===== src/rtl/adtsc_pkg.sv =====
`timescale 1ns / 1ps
`default_nettype none

package adtsc_pkg;

  // field widths
  localparam int ANGLE_W     = 12;
  localparam int TIME_W      = 32;
  localparam int STEP_W      = 13;
  localparam int THR_W       = 12;
  localparam int SETTLE_W    = 16;
  localparam int MAXP_W      = 6;
  localparam int COUNT_W     = 32;
  localparam int PEND_W      = 7;
  localparam int DELTA_W     = 13;
  localparam int CFG_IDX_W   = 2;
  localparam int CFG_DATA_W  = 16;
  localparam int IN_TDATA_W  = 48;
  localparam int OUT_TDATA_W = 72;

  // defaults
  localparam int ANGLE_BITS_DEF = 12;
  localparam int STEP_MAX       = 4096;
  localparam int STEP_RESET     = 12;
  localparam int THR_RESET      = 1;
  localparam int SETTLE_RESET   = 40;
  localparam int MAXP_RESET     = 20;

  typedef enum logic [CFG_IDX_W-1:0] {
    CFG_STEP_COUNTS  = 2'd0,
    CFG_MOVE_THRESH  = 2'd1,
    CFG_IDLE_TIME    = 2'd2,
    CFG_MAX_PENDING  = 2'd3
  } cfg_idx_e;

  typedef enum logic {
    OP_SAMPLE  = 1'b0,
    OP_CONSUME = 1'b1
  } op_e;

  // divider status toward the sequencer
  typedef struct packed {
    logic busy;
    logic done;
  } div_stat_t;

endpackage

`default_nettype wire


===== src/rtl/adtsc_div.sv =====
`timescale 1ns / 1ps
`default_nettype none

module adtsc_div #(
  parameter int DVD_W = 13
) (
  input  wire                               clk_i,
  input  wire                               rst_ni,
  input  wire                               start_i,
  input  wire  [DVD_W-1:0]                  dividend_i,
  input  wire  [adtsc_pkg::STEP_W-1:0]      divisor_i,
  output adtsc_pkg::div_stat_t              stat_o,
  output logic [DVD_W-1:0]                  quotient_o,
  output logic [adtsc_pkg::STEP_W-1:0]      remainder_o
);
  import adtsc_pkg::*;

  localparam int CNT_W = $clog2(DVD_W + 1);

  logic [DVD_W-1:0]  quo_q, quo_d;
  logic [STEP_W-1:0] rem_q, rem_d;
  logic [STEP_W-1:0] dvs_q, dvs_d;
  logic [CNT_W-1:0]  cnt_q, cnt_d;
  logic              busy_q, busy_d;
  logic              done_q, done_d;

  logic [STEP_W:0]   shifted;
  logic [STEP_W:0]   trial;
  logic              fits;

  // one restoring step a cycle
  assign shifted = {rem_q, quo_q[DVD_W-1]};
  assign trial   = shifted - {1'b0, dvs_q};
  assign fits    = (shifted >= {1'b0, dvs_q});

  always_comb begin
    quo_d  = quo_q;
    rem_d  = rem_q;
    dvs_d  = dvs_q;
    cnt_d  = cnt_q;
    busy_d = busy_q;
    done_d = 1'b0;
    if (start_i) begin
      quo_d  = dividend_i;
      rem_d  = '0;
      dvs_d  = divisor_i;
      cnt_d  = CNT_W'(DVD_W);
      busy_d = 1'b1;
    end else if (busy_q) begin
      rem_d = fits ? trial[STEP_W-1:0] : shifted[STEP_W-1:0];
      quo_d = {quo_q[DVD_W-2:0], fits};
      cnt_d = cnt_q - CNT_W'(1);
      if (cnt_q == CNT_W'(1)) begin
        busy_d = 1'b0;
        done_d = 1'b1;
      end
    end
  end

  always_ff @(posedge clk_i or negedge rst_ni) begin
    if (!rst_ni) begin
      cnt_q  <= '0;
      busy_q <= 1'b0;
      done_q <= 1'b0;
    end else begin
      cnt_q  <= cnt_d;
      busy_q <= busy_d;
      done_q <= done_d;
    end
  end

  always_ff @(posedge clk_i) begin
    quo_q <= quo_d;
    rem_q <= rem_d;
    dvs_q <= dvs_d;
  end

  assign stat_o.busy  = busy_q;
  assign stat_o.done  = done_q;
  assign quotient_o   = quo_q;
  assign remainder_o  = rem_q;

endmodule

`default_nettype wire


===== src/rtl/angle_to_detent_step_counter_unit.sv =====
`timescale 1ns / 1ps
`default_nettype none

// Turns timestamped absolute angle samples into signed detent steps. Each
// sample item is compared with the previous angle over the shortest way
// around the turn; a change of at least the motion threshold goes into an
// accumulator, whole multiples of step_counts move the 32-bit detent count
// and a pending counter that saturates at +/- max_pending, and the remainder
// stays (truncated toward zero). A still sample clears the accumulator once
// more than the settle time has passed since the last motion. The first
// sample after reset only sets the reference. A consume item (tuser high)
// returns the pending steps and clears them. Every item gives exactly one
// result item. A consume, the first sample or a still sample goes from
// accept straight to the output state; a moving sample first passes the
// divide state, where the restoring divider makes one quotient bit a cycle.
// The slave side is ready whenever no item is in work, also while a result
// waits in the output register. Configuration writes go to cfg_index_i /
// cfg_wdata_i while cfg_we_i is high; the user must keep the block idle
// for them, which the block itself does not enforce.
module angle_to_detent_step_counter_unit #(
  parameter int ANGLE_BITS = adtsc_pkg::ANGLE_BITS_DEF
) (
  input  wire                                  clk_i,
  input  wire                                  rst_ni,
  // slave side
  input  wire                                  s_axis_tvalid_i,
  output logic                                 s_axis_tready_o,
  // angle [11:0], time_ms [43:12], zero [47:44]
  input  wire  [adtsc_pkg::IN_TDATA_W-1:0]     s_axis_tdata_i,
  // operation [0]
  input  wire                                  s_axis_tuser_i,
  // master side
  output logic                                 m_axis_tvalid_o,
  input  wire                                  m_axis_tready_i,
  // detent_count [31:0], pending_steps [38:32], consumed_steps [45:39],
  // has_steps [46], reference_angle [58:47], angle_delta [71:59]
  output logic [adtsc_pkg::OUT_TDATA_W-1:0]    m_axis_tdata_o,
  // configuration writes
  input  wire                                  cfg_we_i,
  input  wire  [adtsc_pkg::CFG_IDX_W-1:0]      cfg_index_i,
  input  wire  [adtsc_pkg::CFG_DATA_W-1:0]     cfg_wdata_i
);
  import adtsc_pkg::*;

  // derived widths
  localparam int AW    = ANGLE_BITS;
  localparam int EW    = (AW > ANGLE_W) ? AW : ANGLE_W;    // angle extension
  localparam int DW    = AW + 1;                          // wrapped delta
  localparam int ACC_W = EW + 2;                          // accumulator
  localparam int MW    = ACC_W - 1;                       // accumulator magnitude
  localparam int PW    = MW + 2;                          // pending arithmetic
  localparam int CW    = (DW > THR_W) ? DW : THR_W;       // threshold compare
  localparam int XW    = (DW > DELTA_W) ? DW : DELTA_W;   // delta output extension

  localparam logic signed [AW+1:0] HALF = (AW + 2)'(2 ** (AW - 1));
  localparam logic signed [AW+1:0] FULL = (AW + 2)'(2 ** AW);

  typedef enum logic [2:0] {
    ST_IDLE = 3'b001,
    ST_DIV  = 3'b010,
    ST_OUT  = 3'b100
  } state_e;

  state_e st_q, st_d;

  // configuration
  logic [STEP_W-1:0]   step_q;
  logic [THR_W-1:0]    thr_q;
  logic [SETTLE_W-1:0] settle_q;
  logic [MAXP_W-1:0]   maxp_q;
  logic [STEP_W-1:0]   step_wr;

  // block state
  logic                     primed_q, primed_d;
  logic [AW-1:0]            prev_angle_q, prev_angle_d;
  logic signed [DW-1:0]     prev_delta_q, prev_delta_d;
  logic signed [ACC_W-1:0]  acc_q, acc_d;
  logic [COUNT_W-1:0]       total_q, total_d;
  logic signed [PEND_W-1:0] pend_q, pend_d;
  logic [TIME_W-1:0]        motion_q, motion_d;
  logic signed [PEND_W-1:0] consumed_q, consumed_d;
  logic                     neg_q, neg_d;

  // output register
  logic                   out_valid_q, out_valid_d;
  logic [OUT_TDATA_W-1:0] out_data_q;
  logic                   out_load;
  logic                   slot_free;

  // input item fields
  logic [ANGLE_W-1:0] in_angle;
  logic [TIME_W-1:0]  in_time;
  logic               in_accept;
  op_e                in_op;

  // sample datapath
  logic [EW-1:0]            ang_ext;
  logic [AW-1:0]            ang;
  logic signed [AW+1:0]     diff_raw, diff_w;
  logic signed [DW-1:0]     delta;
  logic [DW-1:0]            delta_abs;
  logic                     still;
  logic [TIME_W-1:0]        elapsed;
  logic signed [ACC_W-1:0]  acc_sum, acc_abs;
  logic                     div_start;

  // divider side
  div_stat_t                div_stat;
  logic [MW-1:0]            quo;
  logic [STEP_W-1:0]        rem;
  logic signed [ACC_W-1:0]  rem_s;
  logic signed [PW-1:0]     p_ext, q_ext, lim, p_new;

  // output fields
  logic [EW-1:0]            ref_ext;
  logic signed [XW-1:0]     delta_ext;

  assign in_angle  = s_axis_tdata_i[ANGLE_W-1:0];
  assign in_time   = s_axis_tdata_i[ANGLE_W +: TIME_W];
  assign in_op     = op_e'(s_axis_tuser_i);
  assign s_axis_tready_o = (st_q == ST_IDLE);
  assign in_accept = s_axis_tvalid_i && s_axis_tready_o;

  // step size write: zero becomes one, large values saturate
  always_comb begin
    step_wr = cfg_wdata_i[STEP_W-1:0];
    if (step_wr == '0) begin
      step_wr = STEP_W'(1);
    end else if (step_wr > STEP_W'(STEP_MAX)) begin
      step_wr = STEP_W'(STEP_MAX);
    end
  end

  always_ff @(posedge clk_i or negedge rst_ni) begin
    if (!rst_ni) begin
      step_q   <= STEP_W'(STEP_RESET);
      thr_q    <= THR_W'(THR_RESET);
      settle_q <= SETTLE_W'(SETTLE_RESET);
      maxp_q   <= MAXP_W'(MAXP_RESET);
    end else if (cfg_we_i) begin
      case (cfg_idx_e'(cfg_index_i))
        CFG_STEP_COUNTS:  step_q   <= step_wr;
        CFG_MOVE_THRESH:  thr_q    <= cfg_wdata_i[THR_W-1:0];
        CFG_IDLE_TIME:    settle_q <= cfg_wdata_i[SETTLE_W-1:0];
        CFG_MAX_PENDING:  maxp_q   <= cfg_wdata_i[MAXP_W-1:0];
        default: ;
      endcase
    end
  end

  // only the low ANGLE_BITS of the angle field are used
  assign ang_ext  = EW'(in_angle);
  assign ang      = ang_ext[AW-1:0];
  assign diff_raw = $signed({2'b00, ang}) - $signed({2'b00, prev_angle_q});

  // shortest way around the turn
  always_comb begin
    diff_w = diff_raw;
    if (diff_raw > HALF) begin
      diff_w = diff_raw - FULL;
    end else if (diff_raw < -HALF) begin
      diff_w = diff_raw + FULL;
    end
  end

  assign delta     = diff_w[DW-1:0];
  assign delta_abs = delta[DW-1] ? DW'(-delta) : DW'(delta);
  assign still     = (CW'(delta_abs) < CW'(thr_q));
  assign elapsed   = in_time - motion_q;
  assign acc_sum   = acc_q + ACC_W'(delta);
  assign acc_abs   = acc_sum[ACC_W-1] ? -acc_sum : acc_sum;

  // the accumulator magnitude goes through the divider
  assign div_start = in_accept && (in_op == OP_SAMPLE) && primed_q && !still;

  adtsc_div #(
    .DVD_W (MW)
  ) u_div (
    .clk_i       (clk_i),
    .rst_ni      (rst_ni),
    .start_i     (div_start),
    .dividend_i  (acc_abs[MW-1:0]),
    .divisor_i   (step_q),
    .stat_o      (div_stat),
    .quotient_o  (quo),
    .remainder_o (rem)
  );

  // remainder keeps the sign of the accumulator
  assign rem_s = ACC_W'(rem);
  assign p_ext = PW'(pend_q);
  assign q_ext = PW'(quo);
  assign lim   = PW'(maxp_q);

  // saturating pending update
  always_comb begin
    p_new = p_ext;
    if (!neg_q) begin
      if (p_ext < lim) begin
        p_new = p_ext + q_ext;
        if (p_new > lim) begin
          p_new = lim;
        end
      end
    end else begin
      if (p_ext > -lim) begin
        p_new = p_ext - q_ext;
        if (p_new < -lim) begin
          p_new = -lim;
        end
      end
    end
  end

  assign slot_free = !out_valid_q || m_axis_tready_i;

  // sequencer
  always_comb begin
    st_d         = st_q;
    primed_d     = primed_q;
    prev_angle_d = prev_angle_q;
    prev_delta_d = prev_delta_q;
    acc_d        = acc_q;
    total_d      = total_q;
    pend_d       = pend_q;
    motion_d     = motion_q;
    consumed_d   = consumed_q;
    neg_d        = neg_q;
    out_load     = 1'b0;
    case (st_q)
      ST_IDLE: begin
        if (in_accept) begin
          st_d       = ST_OUT;
          consumed_d = '0;
          if (in_op == OP_CONSUME) begin
            consumed_d = pend_q;
            pend_d     = '0;
          end else if (!primed_q) begin
            // first sample only sets the reference
            primed_d     = 1'b1;
            prev_angle_d = ang;
            motion_d     = in_time;
          end else begin
            prev_angle_d = ang;
            prev_delta_d = delta;
            if (still) begin
              if (elapsed > TIME_W'(settle_q)) begin
                acc_d = '0;
              end
            end else begin
              motion_d = in_time;
              neg_d    = acc_sum[ACC_W-1];
              st_d     = ST_DIV;
            end
          end
        end
      end
      ST_DIV: begin
        if (div_stat.done) begin
          st_d  = ST_OUT;
          acc_d = neg_q ? -rem_s : rem_s;
          if (quo != '0) begin
            total_d = neg_q ? total_q - COUNT_W'(quo) : total_q + COUNT_W'(quo);
            pend_d  = p_new[PEND_W-1:0];
          end
        end
      end
      ST_OUT: begin
        if (slot_free) begin
          out_load = 1'b1;
          st_d     = ST_IDLE;
        end
      end
      default: begin
        st_d = ST_IDLE;
      end
    endcase
  end

  always_comb begin
    out_valid_d = out_valid_q;
    if (out_load) begin
      out_valid_d = 1'b1;
    end else if (m_axis_tready_i) begin
      out_valid_d = 1'b0;
    end
  end

  always_ff @(posedge clk_i or negedge rst_ni) begin
    if (!rst_ni) begin
      st_q         <= ST_IDLE;
      primed_q     <= 1'b0;
      prev_angle_q <= '0;
      prev_delta_q <= '0;
      acc_q        <= '0;
      total_q      <= '0;
      pend_q       <= '0;
      motion_q     <= '0;
      consumed_q   <= '0;
      neg_q        <= 1'b0;
      out_valid_q  <= 1'b0;
    end else begin
      st_q         <= st_d;
      primed_q     <= primed_d;
      prev_angle_q <= prev_angle_d;
      prev_delta_q <= prev_delta_d;
      acc_q        <= acc_d;
      total_q      <= total_d;
      pend_q       <= pend_d;
      motion_q     <= motion_d;
      consumed_q   <= consumed_d;
      neg_q        <= neg_d;
      out_valid_q  <= out_valid_d;
    end
  end

  // result fields from the updated state
  assign ref_ext   = EW'(prev_angle_q);
  assign delta_ext = XW'(prev_delta_q);

  always_ff @(posedge clk_i) begin
    if (out_load) begin
      out_data_q <= {delta_ext[DELTA_W-1:0],
                     ref_ext[ANGLE_W-1:0],
                     (pend_q != '0),
                     consumed_q,
                     pend_q,
                     total_q};
    end
  end

  assign m_axis_tvalid_o = out_valid_q;
  assign m_axis_tdata_o  = out_data_q;

`ifndef NO_ASSERTIONS
  // divider runs exactly while the sequencer waits on it
  a_div_in_div_state: assert property (@(posedge clk_i) disable iff (!rst_ni)
    div_stat.busy |-> (st_q == ST_DIV))
    else $error("divider busy outside the divide state");

  a_div_state_has_work: assert property (@(posedge clk_i) disable iff (!rst_ni)
    (st_q == ST_DIV) |-> (div_stat.busy || div_stat.done))
    else $error("divide state without divider work");

  // a finished result is never dropped while the output slot is full
  a_out_waits: assert property (@(posedge clk_i) disable iff (!rst_ni)
    ((st_q == ST_OUT) && out_valid_q && !m_axis_tready_i) |=> (st_q == ST_OUT))
    else $error("result left before the output slot was free");

  // nothing accumulates before the first reference sample
  a_unprimed_clean: assert property (@(posedge clk_i) disable iff (!rst_ni)
    !primed_q |-> ((acc_q == '0) && (total_q == '0) && (pend_q == '0)))
    else $error("state moved before the first sample");
`endif

endmodule

`default_nettype wire


===== config.mk =====
export PLATFORM = sky130hd
export DESIGN_NAME = angle_to_detent_step_counter_unit
export DESIGN_NICKNAME = d
export VERILOG_FILES = /design/src/rtl/adtsc_pkg.sv /design/src/rtl/adtsc_div.sv /design/src/rtl/angle_to_detent_step_counter_unit.sv
export SDC_FILE = /design/constraint.sdc
export NUM_CORES = 1
export LEC_CHECK = 0
export BUFFER_PORTS_ARGS = -buffer_cell sky130_fd_sc_hd__buf_2
export CELL_PAD_IN_SITES_DETAIL_PLACEMENT = 0
export CELL_PAD_IN_SITES_GLOBAL_PLACEMENT = 1
export CORE_UTILIZATION = 48
export CTS_CLUSTER_SIZE = 30
export DETAILED_ROUTE_END_ITERATION = 6
export GPL_TIMING_DRIVEN = 0
export PLACE_DENSITY_LB_ADDON = 0.1
export SLEW_MARGIN = 20
export SYNTH_ARGS = -nofsm -noshare
export SYNTH_HDL_FRONTEND = slang
export SYNTH_SLANG_ARGS = --single-unit

===== constraint.sdc =====
create_clock -name clk_i -period 6.6 [get_ports clk_i]
set_input_delay 1.32 -clock clk_i [delete_from_list [all_inputs] [get_ports clk_i]]
set_output_delay 1.32 -clock clk_i [all_outputs]
set_load 0.01 [all_outputs]

==> out/results.md <==
| Group | Item | This run |
| --- | --- | --- |
| global routing | Overall Global Routing Usage | 0.250 |
| placement | Input/output buffers | 141 |
| global routing | Global-route wire length before repair | 82700 um |
| critical path | Start-to-end type of the worst setup path | input pin to register |
| finish | Area used by multi-input combinational logic | 11200 um2 |
| floorplanning | Horizontal extent of the die | 205 um |
| clocking | Clock slew at the register clock pins of the worst setup and hold paths | 0.06 ns |
| logic synthesis | List of most frequent post-synthesis cells | nand2_1 (202), ha_1 (199), inv_1 (182) |
| job | Number of maximum-capacitance constraint violations | 0 |
| critical path | Cell mode on critical path | a21oi_1 |
| critical path | Data required time of the worst path | 7.03 ns |
| power and ir drop | Static leakage | 10.2 nW |
| clocking | Clock tree from TritonCTS | built |
| finish | Fraction of final layout cells sized beyond drive strength 1 | 0.139 |
| logic synthesis | Number of synthesized register bits | 287 |
| floorplanning | Count of standard-cell rows | 73 |
| routing | Pre-Repair DR Iteration Count | 5 |
| critical path | Worst path bufs/invs | 5 |
| sta | Time the final worst path needs with I/O delays and setup | 6.12 ns |
| critical path | Kind of start point of the critical path | input pin |
| critical path | Largest fanout on the critical path | 10 |
| global routing | Antenna violations before repair | 4 |
| global routing | Via count of the first global-routing pass | 15800 |
| logic synthesis | Number of different library cells in the post-synthesis netlist | 95 |
| power and ir drop | Power density relative to cell area | 485 nW/um2 |
| critical path | Arr. time, crit path | 6.55 ns |
| status | Result of the run | finished clean |
| clocking | Number of buffers on the longest clock path | 3 |
| critical path | Crit path max-delay family | compound AO/OA/AOI/OAI gates |
| clocking | Number of H-tree levels | 2 |
| logic synthesis | Synth Net Count | 2386 |
| logic synthesis | Most used DFF post-synth | dfrtp_1 |
| global routing | Pin count of the biggest net entering global routing | 76 |
| placement | Routability congestion estimate | 0.917 |
| hold path | Hold crit path type | register to register |
| power and ir drop | Total power | 10.9 mW |
| floorplanning | DIE AREA | 42000 um2 |
| sta | Portion of the clock cycle consumed by the worst path in the final layout | 0.927 |
| logic synthesis | Post-synthesis instance area | 19800 um2 |
| placement | Inst Count DP | 2778 |
| floorplanning | Std-Cell Core Area | 40200 um2 |
| sta | Clock Skew | 0.0116 ns |
| finish | Final layout net count | 2568 |
| floorplanning | Boundary pin count | 146 |
| logic synthesis | Most instantiated library cell after synthesis | nand2_1 |
| floorplanning | Chip height | 205 um |
| logic synthesis | Cells taking the most area after synthesis | dfrtp_1 (21%), edfxtp_1 (15%), ha_1 (13%), o21ai_0 (4.3%), xnor2_1 (3.9%) |
| power and ir drop | Largest vdd supply drop | 0.274 mV |
| sta | Max Freq | 164 MHz |
| sta | Slew margin rel. | 0.265 |
| critical path | Crit end category | register |
| sta | Total Neg Setup Slack | 0 ns |
| global routing | Total gr overflow | 0 |
| sta | Actual slew at the worst max-slew pin | 1.09 ns |
| clocking | Total clock buffers created by CTS | 34 |
| sta | Pins over their slew limit | 0 |
| logic synthesis | Synthesized area per cell | 9.37 um2 |
| routing | Average via count per standard cell | 5.66 |
| logic synthesis | Portion of synthesized cell area occupied by the leading cell type | 0.213 |
| logic synthesis | Post-synthesis cell type with the largest combined area | dfrtp_1 |
| clocking | Clock root cell | clkbuf_16 |
| logic synthesis | Ys Warns | 0 |
| logic synthesis | Share of synthesized registers carrying an async set or reset | 0.613 |
| finish | Finished Layout Cells | 2843 |
| logic synthesis | Count of flip-flops with a built-in enable after synthesis | 98 |
| clocking | Number of hold buffers added after CTS | 0 |
| routing | DR DRC count | 0 |
| routing | Drt total wl | 51600 um |
| finish | Area of all sequential standard cells | 7620 um2 |
| sta | Number of endpoints with negative hold slack in the final report | 0 |
| routing | Total via count in the routed design | 16100 |
| routing | WL per Instance | 18.1 um |
| sta | RSZ-0062 raised after global routing | no |
| floorplanning | Initial core utilization | 0.492 |
| finish | Area growth from synthesis to layout | 13.6% |
| logic synthesis | Cells after synthesis | 2108 |
| clocking | Count of clock tree sinks | 287 |
| critical path | Highest-delay cell along the critical path | a41oi_2 |
| clocking | Worst skew pair latency | 0.55 ns |
| placement | Post-DP HPWL | 39700 um |
| finish | Layout filler cell count | 3718 |
| critical path | Slowest cell delay on critical path | 0.41 ns |
| sta | Final-report setup violation count | 0 |
| logic synthesis | Portion of the post-synthesis area used by sequential elements | 0.385 |
| routing | Number of DRC markers after the initial detailed-route iteration | 713 |
| routing | Number of nets still failing antenna checks after routing | 0 |
[worst register-to-register path, delay by kind of cell, from the launching register on]
family,cells,cell delay [ns]
AO/OA/AOI/OAI,14,3.00
XOR/XNOR,2,0.42
adder cells (fa/ha/maj),3,0.86
buffers and inverters,3,0.52
flip-flops,1,0.37
AND/OR/NAND/NOR,2,0.29
[metrics by stage]
stage	instance area (um2)	hold WS (ns)	setup slack [ns]	util
floorplan	19800	0.419	0.673	-
CTS	22400	0.445	0.0588	0.557
detailed placement	21200	0.431	-0.879	0.528
global placement	21100	0.426	-0.804	0.526
global route	22400	0.453	0.0276	0.558
finish	22400	0.444	0.484	0.558
[state kept, by name, summed over array words and instances, names as in the netlist, 4 cells and up]
signal	flops
step_q	13
consumed_q	7
prev_angle_q	12
pend_q	7
settle_q	16
delta_ext	13
u_div.dvs_q	13
acc_q	14
total_q	32
maxp_q	6
u_div.quotient_o	13
u_div.remainder_o	13
u_div.cnt_q	4
m_axis_tdata_o	72
thr_q	12
motion_q	32
[placed cells by master (no fill, tap or decap), types with 10 or more instances in the layout]
master	instances
o21ai_0	170
xnor2_1	87
nand2_1	202
and2_1	10
dfxtp_1	13
ha_1	199
a21oi_1	128
nor3_1	35
o21ai_1	23
or3_1	12
mux2i_1	31
nor2_1	101
dfrtp_1	168
a211oi_1	16
a22o_1	24
inv_1	181
nor4_1	21
o21a_1	31
or2_2	13
nand4_1	19
o31ai_1	15
nand2b_1	40
clkbuf_2	10
nor2b_1	24
clkbuf_1	45
clkbuf_16	35
buf_2	148
o21bai_1	13
a21o_1	44
edfxtp_1	98
mux2_2	44
xor2_1	39
o41ai_1	10
nand3_1	47
a31oi_1	19
[cell families (layout without fill, tap and decap cells)]
family | after synthesis | count (layout) | share of synthesized area
xor+xnor | 128 | 128 | 0.0571
buf+inv | 250 | 457 | 0.0491
flops | 287 | 287 | 0.385
simple gates | 578 | 578 | 0.144
mux | 75 | 75 | 0.0408
compound gates | 583 | 583 | 0.189
other cells | 0 | 3 | 0
fa+ha+maj | 207 | 207 | 0.134
[path summary, 6_finish.rpt]
path,slack [ns],from,cells after the start,endpoint
max,0.48,s_axis_tdata_i[0],26,acc_q[9]$_DFFE_PN0P_
min,0.44,consumed_q[1]$_DFFE_PN0P_,0,m_axis_tdata_o[40]$_DFFE_PP_
max reg2reg,1.04,prev_angle_q[0]$_DFFE_PN0P_,24,acc_q[9]$_DFFE_PN0P_
min reg2reg,0.44,consumed_q[1]$_DFFE_PN0P_,0,m_axis_tdata_o[40]$_DFFE_PP_
max in group asynchronous,5.24,rst_ni,2,maxp_q[4]$_DFFE_PN1P_
min in group asynchronous,0.64,rst_ni,1,consumed_q[6]$_DFFE_PN0P_
[metal layers]
| metal | vias to the layer above | GRT usage | wire length [um] |
|---|---|---|---|
| met5 | - | 0 | 14 |
| met4 | 2 | 0.0929 | 1620 |
| met3 | 99 | 0.0380 | 1970 |
| met2 | 303 | 0.437 | 25500 |
| met1 | 7721 | 0.310 | 22500 |
| li1 | 7959 | - | - |
[power by group]
| part | total, mW | internal, mW | switching [mW] |
|---|---|---|---|
| clock | 1.90 | 1.09 | 0.803 |
| combinational | 6.30 | 2.57 | 3.72 |
| sequential | 2.69 | 2.35 | 0.343 |
| total | 10.9 | 6.02 | 4.87 |
[final cells by class]
class | instances | share of cell area
timing repair buffer | 147 | 0.0374
sequential | 287 | 0.339
inverter | 184 | 0.0309
clock inverter | 20 | 0.00842
buffer | 65 | 0.0129
clock buffer | 41 | 0.0414
tap | 525 | 0.0293
multi-input combinational | 1571 | 0.500
antenna | 3 | 0.000335
[repair_timing]
item | 4_1_cts | 5_1_grt
setup buffers | 2 | 0
resized for setup | 5 | 23
setup endpoints to repair | 48 | 106
(Power assumes the default switching activity.)
